`src/design/nmf_pkg.sv`:
```
// Package with the shared types, codes and neighbor offset tables of the mean filter.
package nmf_pkg;

  // Configuration register indexes.
  localparam logic [1:0] REG_WIDTH  = 2'd0;
  localparam logic [1:0] REG_HEIGHT = 2'd1;

  localparam logic [1:0] JOB_LAST = 2'd3;
  localparam logic [2:0] NB_LAST  = 3'd7;
  localparam int unsigned MAX_HEIGHT = 1024;

  typedef enum logic [2:0] {
    ST_IDLE,
    ST_JOB,
    ST_NB,
    ST_DRAIN,
    ST_DIVI,
    ST_DIV,
    ST_OUT
  } state_t;

  // Commands from the controller to the datapath.
  typedef struct packed {
    logic       accept;
    logic       load_job;
    logic [1:0] job;
    logic       rd_en;
    logic [2:0] nb;
    logic       div_init;
    logic       div_step;
  } cmd_t;

  // Status from the datapath to the controller.
  typedef struct packed {
    logic [3:0] job_vld;
  } status_t;

  // Row offset of neighbor k as a two-bit signed value.
  function automatic logic signed [1:0] nb_di(input logic [2:0] k);
    logic signed [1:0] d;
    unique case (k)
      3'd0, 3'd1, 3'd2: d = -2'sd1;
      3'd3, 3'd4:       d = 2'sd0;
      default:          d = 2'sd1;
    endcase
    return d;
  endfunction

  // Column offset of neighbor k as a two-bit signed value.
  function automatic logic signed [1:0] nb_dj(input logic [2:0] k);
    logic signed [1:0] d;
    unique case (k)
      3'd0, 3'd3, 3'd5: d = -2'sd1;
      3'd1, 3'd6:       d = 2'sd0;
      default:          d = 2'sd1;
    endcase
    return d;
  endfunction

endpackage

```
`src/design/nmf_ctrl.sv`:
```
// Controller state machine that sequences pixel intake, neighbor reads, division and output.
module nmf_ctrl
  import nmf_pkg::*;
#(
  parameter int PIXEL_BITS = 16
) (
  input  logic    clk,
  input  logic    rst_n,
  input  logic    in_valid,
  output logic    in_stall,
  output logic    out_valid,
  input  logic    out_stall,
  input  status_t status,
  output cmd_t    cmd
);

  localparam int SW = PIXEL_BITS + 11;
  localparam int DCW = $clog2(SW);

  state_t         state_r, state_nxt;
  logic [1:0]     job_r, job_nxt;
  logic [2:0]     nb_r, nb_nxt;
  logic [DCW-1:0] dcnt_r, dcnt_nxt;

  // State and counter registers.
  always_ff @(posedge clk) begin
    if (!rst_n) begin
      state_r <= ST_IDLE;
      job_r   <= '0;
      nb_r    <= '0;
      dcnt_r  <= '0;
    end else begin
      state_r <= state_nxt;
      job_r   <= job_nxt;
      nb_r    <= nb_nxt;
      dcnt_r  <= dcnt_nxt;
    end
  end

  // Next state and commands.
  always_comb begin
    state_nxt    = state_r;
    job_nxt      = job_r;
    nb_nxt       = nb_r;
    dcnt_nxt     = dcnt_r;
    cmd          = '0;
    cmd.job      = job_r;
    cmd.nb       = nb_r;
    in_stall     = 1'b1;
    out_valid    = 1'b0;
    unique case (state_r)
      ST_IDLE: begin
        in_stall = 1'b0;
        if (in_valid) begin
          cmd.accept = 1'b1;
          job_nxt    = '0;
          state_nxt  = ST_JOB;
        end
      end
      ST_JOB: begin
        if (status.job_vld[job_r]) begin
          cmd.load_job = 1'b1;
          nb_nxt       = '0;
          state_nxt    = ST_NB;
        end else if (job_r == JOB_LAST) begin
          state_nxt = ST_IDLE;
        end else begin
          job_nxt = job_r + 2'd1;
        end
      end
      ST_NB: begin
        cmd.rd_en = 1'b1;
        nb_nxt    = nb_r + 3'd1;
        if (nb_r == NB_LAST) begin
          state_nxt = ST_DRAIN;
        end
      end
      ST_DRAIN: begin
        state_nxt = ST_DIVI;
      end
      ST_DIVI: begin
        cmd.div_init = 1'b1;
        dcnt_nxt     = '0;
        state_nxt    = ST_DIV;
      end
      ST_DIV: begin
        cmd.div_step = 1'b1;
        dcnt_nxt     = dcnt_r + 1'b1;
        if (dcnt_r == DCW'(SW - 1)) begin
          state_nxt = ST_OUT;
        end
      end
      ST_OUT: begin
        out_valid = 1'b1;
        if (!out_stall) begin
          if (job_r == JOB_LAST) begin
            state_nxt = ST_IDLE;
          end else begin
            job_nxt   = job_r + 2'd1;
            state_nxt = ST_JOB;
          end
        end
      end
      default: state_nxt = ST_IDLE;
    endcase
  end

endmodule

```
`config.mk`:
```
export PLATFORM = sky130hd
export DESIGN_NAME = nmf_ctrl
export DESIGN_NICKNAME = d
export VERILOG_FILES = /design/src/design/nmf_pkg.sv /design/src/design/nmf_ctrl.sv
export SDC_FILE = /design/constraint.sdc
export NUM_CORES = 1
export LEC_CHECK = 0
export ABC_AREA = 1
export BUFFER_PORTS_ARGS = -buffer_cell sky130_fd_sc_hd__buf_4
export CAP_MARGIN = 20
export CORE_UTILIZATION = 50
export DETAILED_ROUTE_END_ITERATION = 16
export PLACE_DENSITY = 0.88
export SLEW_MARGIN = 20
export SYNTH_ARGS = -nofsm -noshare
export SYNTH_HDL_FRONTEND = slang
export SYNTH_SLANG_ARGS = --single-unit
export TNS_END_PERCENT = 5
```
`constraint.sdc`:
```
create_clock -name clk -period 1.4 [get_ports clk]
set_input_delay 0.14 -clock clk [delete_from_list [all_inputs] [get_ports clk]]
set_output_delay 0.14 -clock clk [all_outputs]
set_load 0.005 [all_outputs]
```
## Yosys cells after proc, flatten, opt, wreduce, memory -nomap -nowiden

Cells that the tools add are included.

- Flip-flop bits (word level): 13
- Output and inout port bits: 12
- Word-level logic and storage cells: 58

- Add/sub/neg operators: 3
- $lt $le $gt $ge: 1
- Equal/unequal tests: 16
- Multiplexer cells: 27
- Reduce and logical (&&, ||, !) cells: 7

Operator list:

| kind | number |
|---|---|
| $mux 3 | 7 |
| $pmux 3 s7 | 1 |
| $eq 3x3->1 const B | 4 |
| $ne 2x2->1 const B | 6 |
| $mux 1 | 11 |
| $pmux 5 s2 | 1 |
| $mux 2 | 4 |
| $eq 3x2->1 const B | 2 |
| $pmux 2 s3 | 1 |
| $pmux 3 s2 | 1 |
| $add 5x1->5 const B | 1 |
| $eq 5x5->1 const B | 1 |
| $reduce_and 5->1 | 1 |
| $reduce_and 4->1 | 1 |
| $reduce_bool 2->1 | 2 |
| $add 3x1->3 const B | 1 |
| $eq 3x1->1 const B | 1 |
| $logic_not 3->1 | 1 |
| $lt 2x3->1 const B | 1 |
| $ne 3x3->1 const B | 1 |
| $reduce_bool 3->1 | 1 |
| $add 2x1->2 const B | 1 |
| $bmux 1 s2 | 1 |
| $eq 2x2->1 const B | 1 |
| $reduce_and 2->1 | 1 |

## Depth between registers and ports, before layout

Gate-level depths: netlist of the first run.

- Word-level depth: 4
- Mapped depth: 10

## Worst setup path after synthesis of the first run

No wires, ideal clock.

- Path type: flip-flop to flip-flop
- Start: register nb_r[0]
- End: register state_r[1]
- Setup time: 0.113 ns
- Arrival: 1.085 ns
- Data required time: 1.287 ns
- Path slack: 0.202 ns
- Cell stages (with the launch flop): 9
- Path buffers: 0
- Cells stage by stage: dfxtp_1 -> ha_1 -> ha_1 -> o21ai_2 -> nor2_4 -> nand2_1 -> nand2_1 -> nand2_1 -> nor2_1

- Word-level cells in the longest chain between the ends: 3

Ends and longest elaborated chain:

| element | RTL line | text |
|---|---|---|
| start: declaration | nmf_ctrl.sv:22 | `logic [2:0] nb_r, nb_nxt;` |
| start signal: assignment | nmf_ctrl.sv:35 | `nb_r <= nb_nxt;` |
| $eq 3x3->1 | nmf_ctrl.sv:74 | `if (nb_r == NB_LAST) begin` |
| $ne 2x2->1 (no line) | - |  |
| $reduce_and 5->1 (no line) | - |  |
| end signal: assignment | nmf_ctrl.sv:33 | `state_r <= state_nxt;` |
| end: declaration | nmf_ctrl.sv:20 | `state_t state_r, state_nxt;` |

No other way between the ends.
A chain may end at the register's enable or synchronous reset.

==> results of run 1 <==
==> layer usage <==
layer,routed length [um],up-vias
met5,0,-
met4,23,0
met3,87,4
met2,1040,28
met1,839,403
li1,-,443
==> per-stage QoR <==
stage / total power [mW] / hold WS, ps / cell area (um^2) / setup TNS [ps]
finish: 1.70 / 125 / 1030 / 0
global route: 1.81 / 139 / 1030 / -106
CTS: 1.62 / 119 / 1000 / 0
detailed placement: 1.34 / 423 / 963 / 0
global placement: 1.31 / 418 / 963 / 0
floorplan: 1.07 / 260 / 798 / 0
==> synthesized netlist by cell type <==
library cell and count:
a211oi_1 1, a21oi_1 12, a221oi_1 1, a22oi_1 1, buf_2 1, dfxtp_1 13
ha_1 5, inv_1 16, inv_2 3, nand2_1 27, nand2_2 1, nand3_1 12
nand3_2 2, nand3b_1 2, nand4_1 4, nor2_1 9, nor2_4 1, nor3b_1 1
o21ai_0 4, o21ai_2 1, or2_2 1
==> cell type report <==
cell class	count	area, um^2
Clock inverter	1	5.00
Tap cell	16	20.0
Timing Repair Buffer	21	158
Fill cell	132	474
Sequential cell	13	270
Clock buffer	3	22.5
Multi-Input combinational cell	85	483
Inverter	19	73.8
==> kinds of logic (layout without fill, tap and decap cells) <==
family,count (synthesis),after routing,share of synthesized area (%)
fa+ha+maj,5,5,7.84
simple gates,60,60,35.9
compound gates,20,20,14.1
buf+inv,20,44,9.56
flops,13,13,32.6
==> how the worst max path moves through the flow <==
stage	start	endpoint	slack [ps]	depth (start not counted)
floorplan	nb_r[0]	state_r[1]	200	8
finish	state_r[1]	cmd[8]	3	6
CTS	state_r[1]	cmd[8]	2	6
global route	job_r[0]	cmd[8]	-70	6
global placement	job_r[0]	state_r[0]	80	7
detailed placement	job_r[0]	state_r[0]	50	7
==> sequential cells by signal, indices dropped and copies added (netlist names) <==
signal   flops
state_r      3
job_r        2
dcnt_r       5
nb_r         3
==> critical path, cell delays in order, from the launching register on <==
cell	delay [ps]
dfxtp_2	370
inv_2	100
nand3_2	110
inv_1	100
nand3_2	120
inv_1	80
buf_4	100
==> what timing repair did <==
action | in CTS | in global routing
buffers inserted | 0 | 1
cloned | 0 | 0
pin swaps | 1 | 1
endpoints found under the setup margin | 3 | 8
resized for setup | 6 | 7
endpoints found under the hold margin | 0 | 0
==> where the power goes <==
part | internal (mW) | switching, mW
Sequential | 0.454 | 0.124
Clock | 0.106 | 0.139
Combinational | 0.358 | 0.514
Total | 0.918 | 0.778
==> flow_metrics.env, run 1 <==
export IMPL_clock_latency_ps=290
export IMPL_path_clk_slew_ps=80
export IMPL_synthCells=118
export IMPL_dr_pass1_iters=4
export IMPL_yosysSeqAreaShare_pct=32.6
export IMPL_p_leak_nw=0.506
export IMPL_place_ws_ps=52.1
export IMPL_yosysWarnings=0
export IMPL_hold_depth=3
export IMPL_r2r_end="state_r[1]"
export IMPL_postRouteAntennaNets=0
export IMPL_grt_util_met3_pct=5.22
export IMPL_antenna_found_initial=0
export IMPL_grtUsageMet2_pct=38.4
export IMPL_initial_utilization_pct=53.0
export IMPL_relSlewSlack_pct=81.9
export IMPL_via_count=878
export IMPL_min_to="state_r[2]"
export IMPL_met1_usage_pct=29.7
export IMPL_cp_arrival_ps=1260
export IMPL_clock_sinks=13
export IMPL_stdcell_count=158
export IMPL_cp_end_kind="output port"
export IMPL_htree_levels=1
export IMPL_power_density_mw_per_mm2=1640
export IMPL_min_from="rst_n"
export IMPL_r2r_slack_ps=90
export IMPL_required_ps=1260
export IMPL_postLayoutSetupSlackWorst_ps=2.68
export IMPL_rows=14
export IMPL_yosysTopAreaCell="dfxtp_1"
export IMPL_worstSetupPathType="reg -> out"
export IMPL_dp_hpwl_mm=1.42
export IMPL_netlist_cell_type_count=21
export IMPL_rsz0062_at_grt="true"
export IMPL_grt_pass1_vias=767
export IMPL_cts_made_buffers=3
export IMPL_die_h_um=42.0
export IMPL_cts_buffer_depth=2
export IMPL_finalHoldViolations=0
export IMPL_maxCapViolCount=0
export IMPL_place_gp_congestion=0.873
export IMPL_reg2regPathDepth=8
export IMPL_slew_viol_final=0
export IMPL_avgRoutedWirePerCell_um=12.6
export IMPL_finalWorstPathRequiredPeriod_ps=1400
export IMPL_drive_above_1_share_pct=31.0
export IMPL_die_area_mm2=0.00176
export IMPL_wirelength_mm=1.99
export IMPL_initialDrtViolationCount=21
export IMPL_io_pins=20
export IMPL_overflow=0
export IMPL_die_x_um=42.0
export IMPL_ys_seq_elements=13
export IMPL_peakVddDrop_mv=0.945
export IMPL_path_max_fanout=7
export IMPL_status="completed"
export IMPL_finalSetupViolCount=0
export IMPL_fmax_mhz=716
export IMPL_final_nets=156
export IMPL_grt_usage_pct=23.0
export IMPL_period_share_pct=99.8
export IMPL_synth_top_cell_area_share_pct=32.6
export IMPL_cts_root_buffer="clkbuf_4"
export IMPL_skew_ps=13.1
export IMPL_tightest_slew_ps=272
export IMPL_hold_buffers=0
export IMPL_final_common_cell="nand2_1"
export IMPL_regToRegStartpoint="nb_r[0]"
export IMPL_top_usage_layer="met2"
export IMPL_coreArea_mm2=0.00151
export IMPL_antenna_diode_count=0
export IMPL_syn_area_per_cell_um2=6.76
export IMPL_final_cell_mix="nand2_1 (27), buf_4 (21), inv_1 (15)"
export IMPL_route_detailed_drc=0
export IMPL_via_per_inst=5.56
export IMPL_dp_cells=153
export IMPL_synthTopCellsByArea="dfxtp_1 (33%), nand2_1 (13%), ha_1 (7.8%), a21oi_1 (7.5%), nand3_1 (7.5%)"
export IMPL_portBuffers=19
export IMPL_grt_pass1_wl_mm=3.19
export IMPL_synth_nets=131
export IMPL_cts_tree="done"
export IMPL_hold_class="in -> reg"
export IMPL_synthesis_area_um2=798
export IMPL_start_kind="flip-flop"
export IMPL_final_util_pct=68.5
export IMPL_area_delta_synth_final_pct=29.3
export IMPL_grt_max_degree=9
(Power assumes the default switching activity.)
==> run 2, diff against run 1 <==
- PLACE_DENSITY: 0.88 -> 0.76
==> run 2 against run 1 <==
  * Hold slack improved by 13 ps
  * Power fell by 2.1%
  * Clock power fell by 8.9%
  * Cell count did not move
  * Sequential cell count did not move
  * Critical path depth did not move
  * Worst setup slack improved by 53 ps
  * Register-to-register slack improved by 20 ps
  * Clock skew fell by 11 ps
  * Sequential share of layout area rose by 0.22 points
  * Sequential power barely moved
  * Combinational power fell by 2%
  * Highest routed layer unchanged
==> flow_metrics.env, run 2 (synthesis results as in run 1) <==
export IMPL_antenna_found_initial=0
export IMPL_top_register="dcnt_r"
export IMPL_tightest_slew_ps=259
export IMPL_placedInstanceArea_um2=971
export IMPL_crit_buf_inv=4
export IMPL_postCtsSetupBuffers=0
export IMPL_crit_cells=6
export IMPL_antenna_diode_count=0
export IMPL_htree_levels=1
export IMPL_via_count=860
export IMPL_portBuffers=19
export IMPL_relSlewSlack_pct=82.7
export IMPL_cpMaxStageDelayCell="dfxtp_2"
export IMPL_die_h_um=42.0
export IMPL_overflow=0
export IMPL_reg2regPathDepth=8
export IMPL_r2r_end="state_r[1]"
export IMPL_dr_pass1_iters=4
export IMPL_die_x_um=42.0
export IMPL_stdcell_count=158
export IMPL_final_cell_area_mm2=0.00103
export IMPL_final_util_pct=68.3
export IMPL_path_clk_slew_ps=80
export IMPL_worstPathCellList="inv_2 -> nand3_4 -> inv_2 -> nand3_2 -> inv_1 -> buf_4"
export IMPL_worst_path_most_repeated_cell="inv_2"
export IMPL_power_mw=1.66
export IMPL_dp_cells=154
export IMPL_grt_pass1_vias=777
export IMPL_r2r_slack_ps=110
export IMPL_coreArea_mm2=0.00151
export IMPL_finalSetupViolCount=0
export IMPL_finalWorstPathRequiredPeriod_ps=1340
export IMPL_slew_viol_final=0
export IMPL_maxCapViolCount=0
export IMPL_cts_tree="done"
export IMPL_grt_max_degree=9
export IMPL_via_per_inst=5.44
export IMPL_fillers=136
export IMPL_largestRegisters="dcnt_r x5, nb_r x3, state_r x3"
export IMPL_cts_made_buffers=3
export IMPL_io_pins=20
export IMPL_final_common_cell="nand2_1"
export IMPL_regToRegStartpoint="nb_r[0]"
export IMPL_rows=14
export IMPL_final_nets=156
export IMPL_peakVddDrop_mv=1.18
export IMPL_clock_sinks=13
export IMPL_status="completed"
export IMPL_skew_ps=2.22
export IMPL_grt_pass1_wl_mm=3.20
export IMPL_hold_class="in -> reg"
export IMPL_initialDrtViolationCount=16
export IMPL_place_gp_congestion=0.875
export IMPL_final_cell_mix="nand2_1 (27), buf_4 (21), inv_1 (13)"
export IMPL_period_share_pct=96.0
export IMPL_grt_usage_pct=23.5
export IMPL_largest_reg_flops=5
export IMPL_fmax_mhz=744
export IMPL_initial_utilization_pct=53.0
export IMPL_dp_hpwl_mm=1.54
export IMPL_cts_root_buffer="clkbuf_4"
export IMPL_critical_path_top_delay_family="flip-flops"
export IMPL_route_detailed_drc=0
export IMPL_drive_above_1_share_pct=31.0
export IMPL_wirelength_mm=1.94
export IMPL_die_area_mm2=0.00176
export IMPL_cp_arrival_ps=1200
export IMPL_start_kind="flip-flop"
export IMPL_required_ps=1260
export IMPL_avgRoutedWirePerCell_um=12.3
export IMPL_clock_latency_ps=270
export IMPL_area_delta_synth_final_pct=28.8
export IMPL_endpoint="cmd[8]"
export IMPL_finalHoldViolations=0
export IMPL_cpPeakStageDelay_ps=370
export IMPL_cp_end_kind="output port"
export IMPL_worstSetupPathType="reg -> out"
export IMPL_power_density_mw_per_mm2=1610
export IMPL_cp_startpoint="state_r[1]"
export IMPL_cts_buffer_depth=2
export IMPL_path_max_fanout=7
export IMPL_postRouteAntennaNets=0
export IMPL_p_leak_nw=0.501
export IMPL_rsz0062_at_grt="true"
==> run 2: cell types whose count changed in the layout (fill, tap and decap cells not counted) <==
cell,delta
clkinv_2,-1
nor2_2,+1
nand3_1,+2
a21oi_2,-1
inv_2,+2
inv_1,-2
nand3_4,+1
a21oi_1,+1
nor2_1,-1
clkbuf_1,+1
dfxtp_2,+1
nand3_2,-3
dfxtp_1,-1
==> run 2: worst min path at each step <==
stage	depth (start not counted)	slack, ps	to	start
4_1_cts	3	130	state_r[2]	rst_n
5_1_grt	3	150	state_r[1]	rst_n
2_1_floorplan	2	260	state_r[1]	rst_n
6_report	3	140	state_r[2]	rst_n
3_3_place_gp	3	420	state_r[2]	rst_n
3_5_place_dp	3	430	state_r[1]	rst_n
==> run 2: layer usage <==
| layer | global-route usage [%] | vias to the layer above | part of all wire (%) |
|---|---|---|---|
| li1 | - | 439 | - |
| met1 | 31.0 | 396 | 46 |
| met2 | 35.6 | 23 | 48 |
| met3 | 5.22 | 2 | 5.7 |
| met4 | 12.3 | 0 | 0.72 |
| met5 | 0 | - | 0 |
==> run 2: per-stage QoR <==
| stage | setup TNS [ps] | setup slack, ps | hold WS (ps) |
|---|---|---|---|
| after CTS | 0 | 15.1 | 134 |
| after global routing | -66.6 | -35.4 | 148 |
| final | 0 | 56.0 | 138 |
| after global placement | 0 | 58.0 | 421 |
| after floorplan | 0 | 202 | 260 |
| after detailed placement | 0 | 28.7 | 431 |
==> run 2: report_power, final <==
group	total, mW	internal [mW]	switching, mW	leakage (nW)
registers	0.578	0.454	0.124	0.108
logic	0.858	0.354	0.505	0.378
clock network	0.224	0.110	0.114	0.0150
total	1.66	0.918	0.743	0.501
==> run 2: what timing repair did <==
| action | in CTS | in global routing |
|---|---|---|
| hold buffers | 0 | 0 |
| endpoints found under the setup margin | 3 | 9 |
| resized for setup | 6 | 9 |
| pin swaps | 0 | 1 |
==> run 2: worst reg2reg max path: stages, from the launching register on <==
cell and delay [ps]:
dfxtp_1 340, ha_1 200, ha_1 190, o21ai_2 180, nor2_4 60, nand2_1 60, nand2_1 50, nand2_1 60
nor2_1 40
==> run 2: area by class of cell <==
| cell class | instances | area, um^2 | area share (%) |
|---|---|---|---|
| Clock buffer | 4 | 26.3 | 2.55 |
| Inverter | 19 | 73.8 | 7.18 |
| Multi-Input combinational cell | 85 | 479 | 46.6 |
| Tap cell | 16 | 20.0 | 1.95 |
| Timing Repair Buffer | 21 | 158 | 15.3 |
| Sequential cell | 13 | 272 | 26.4 |
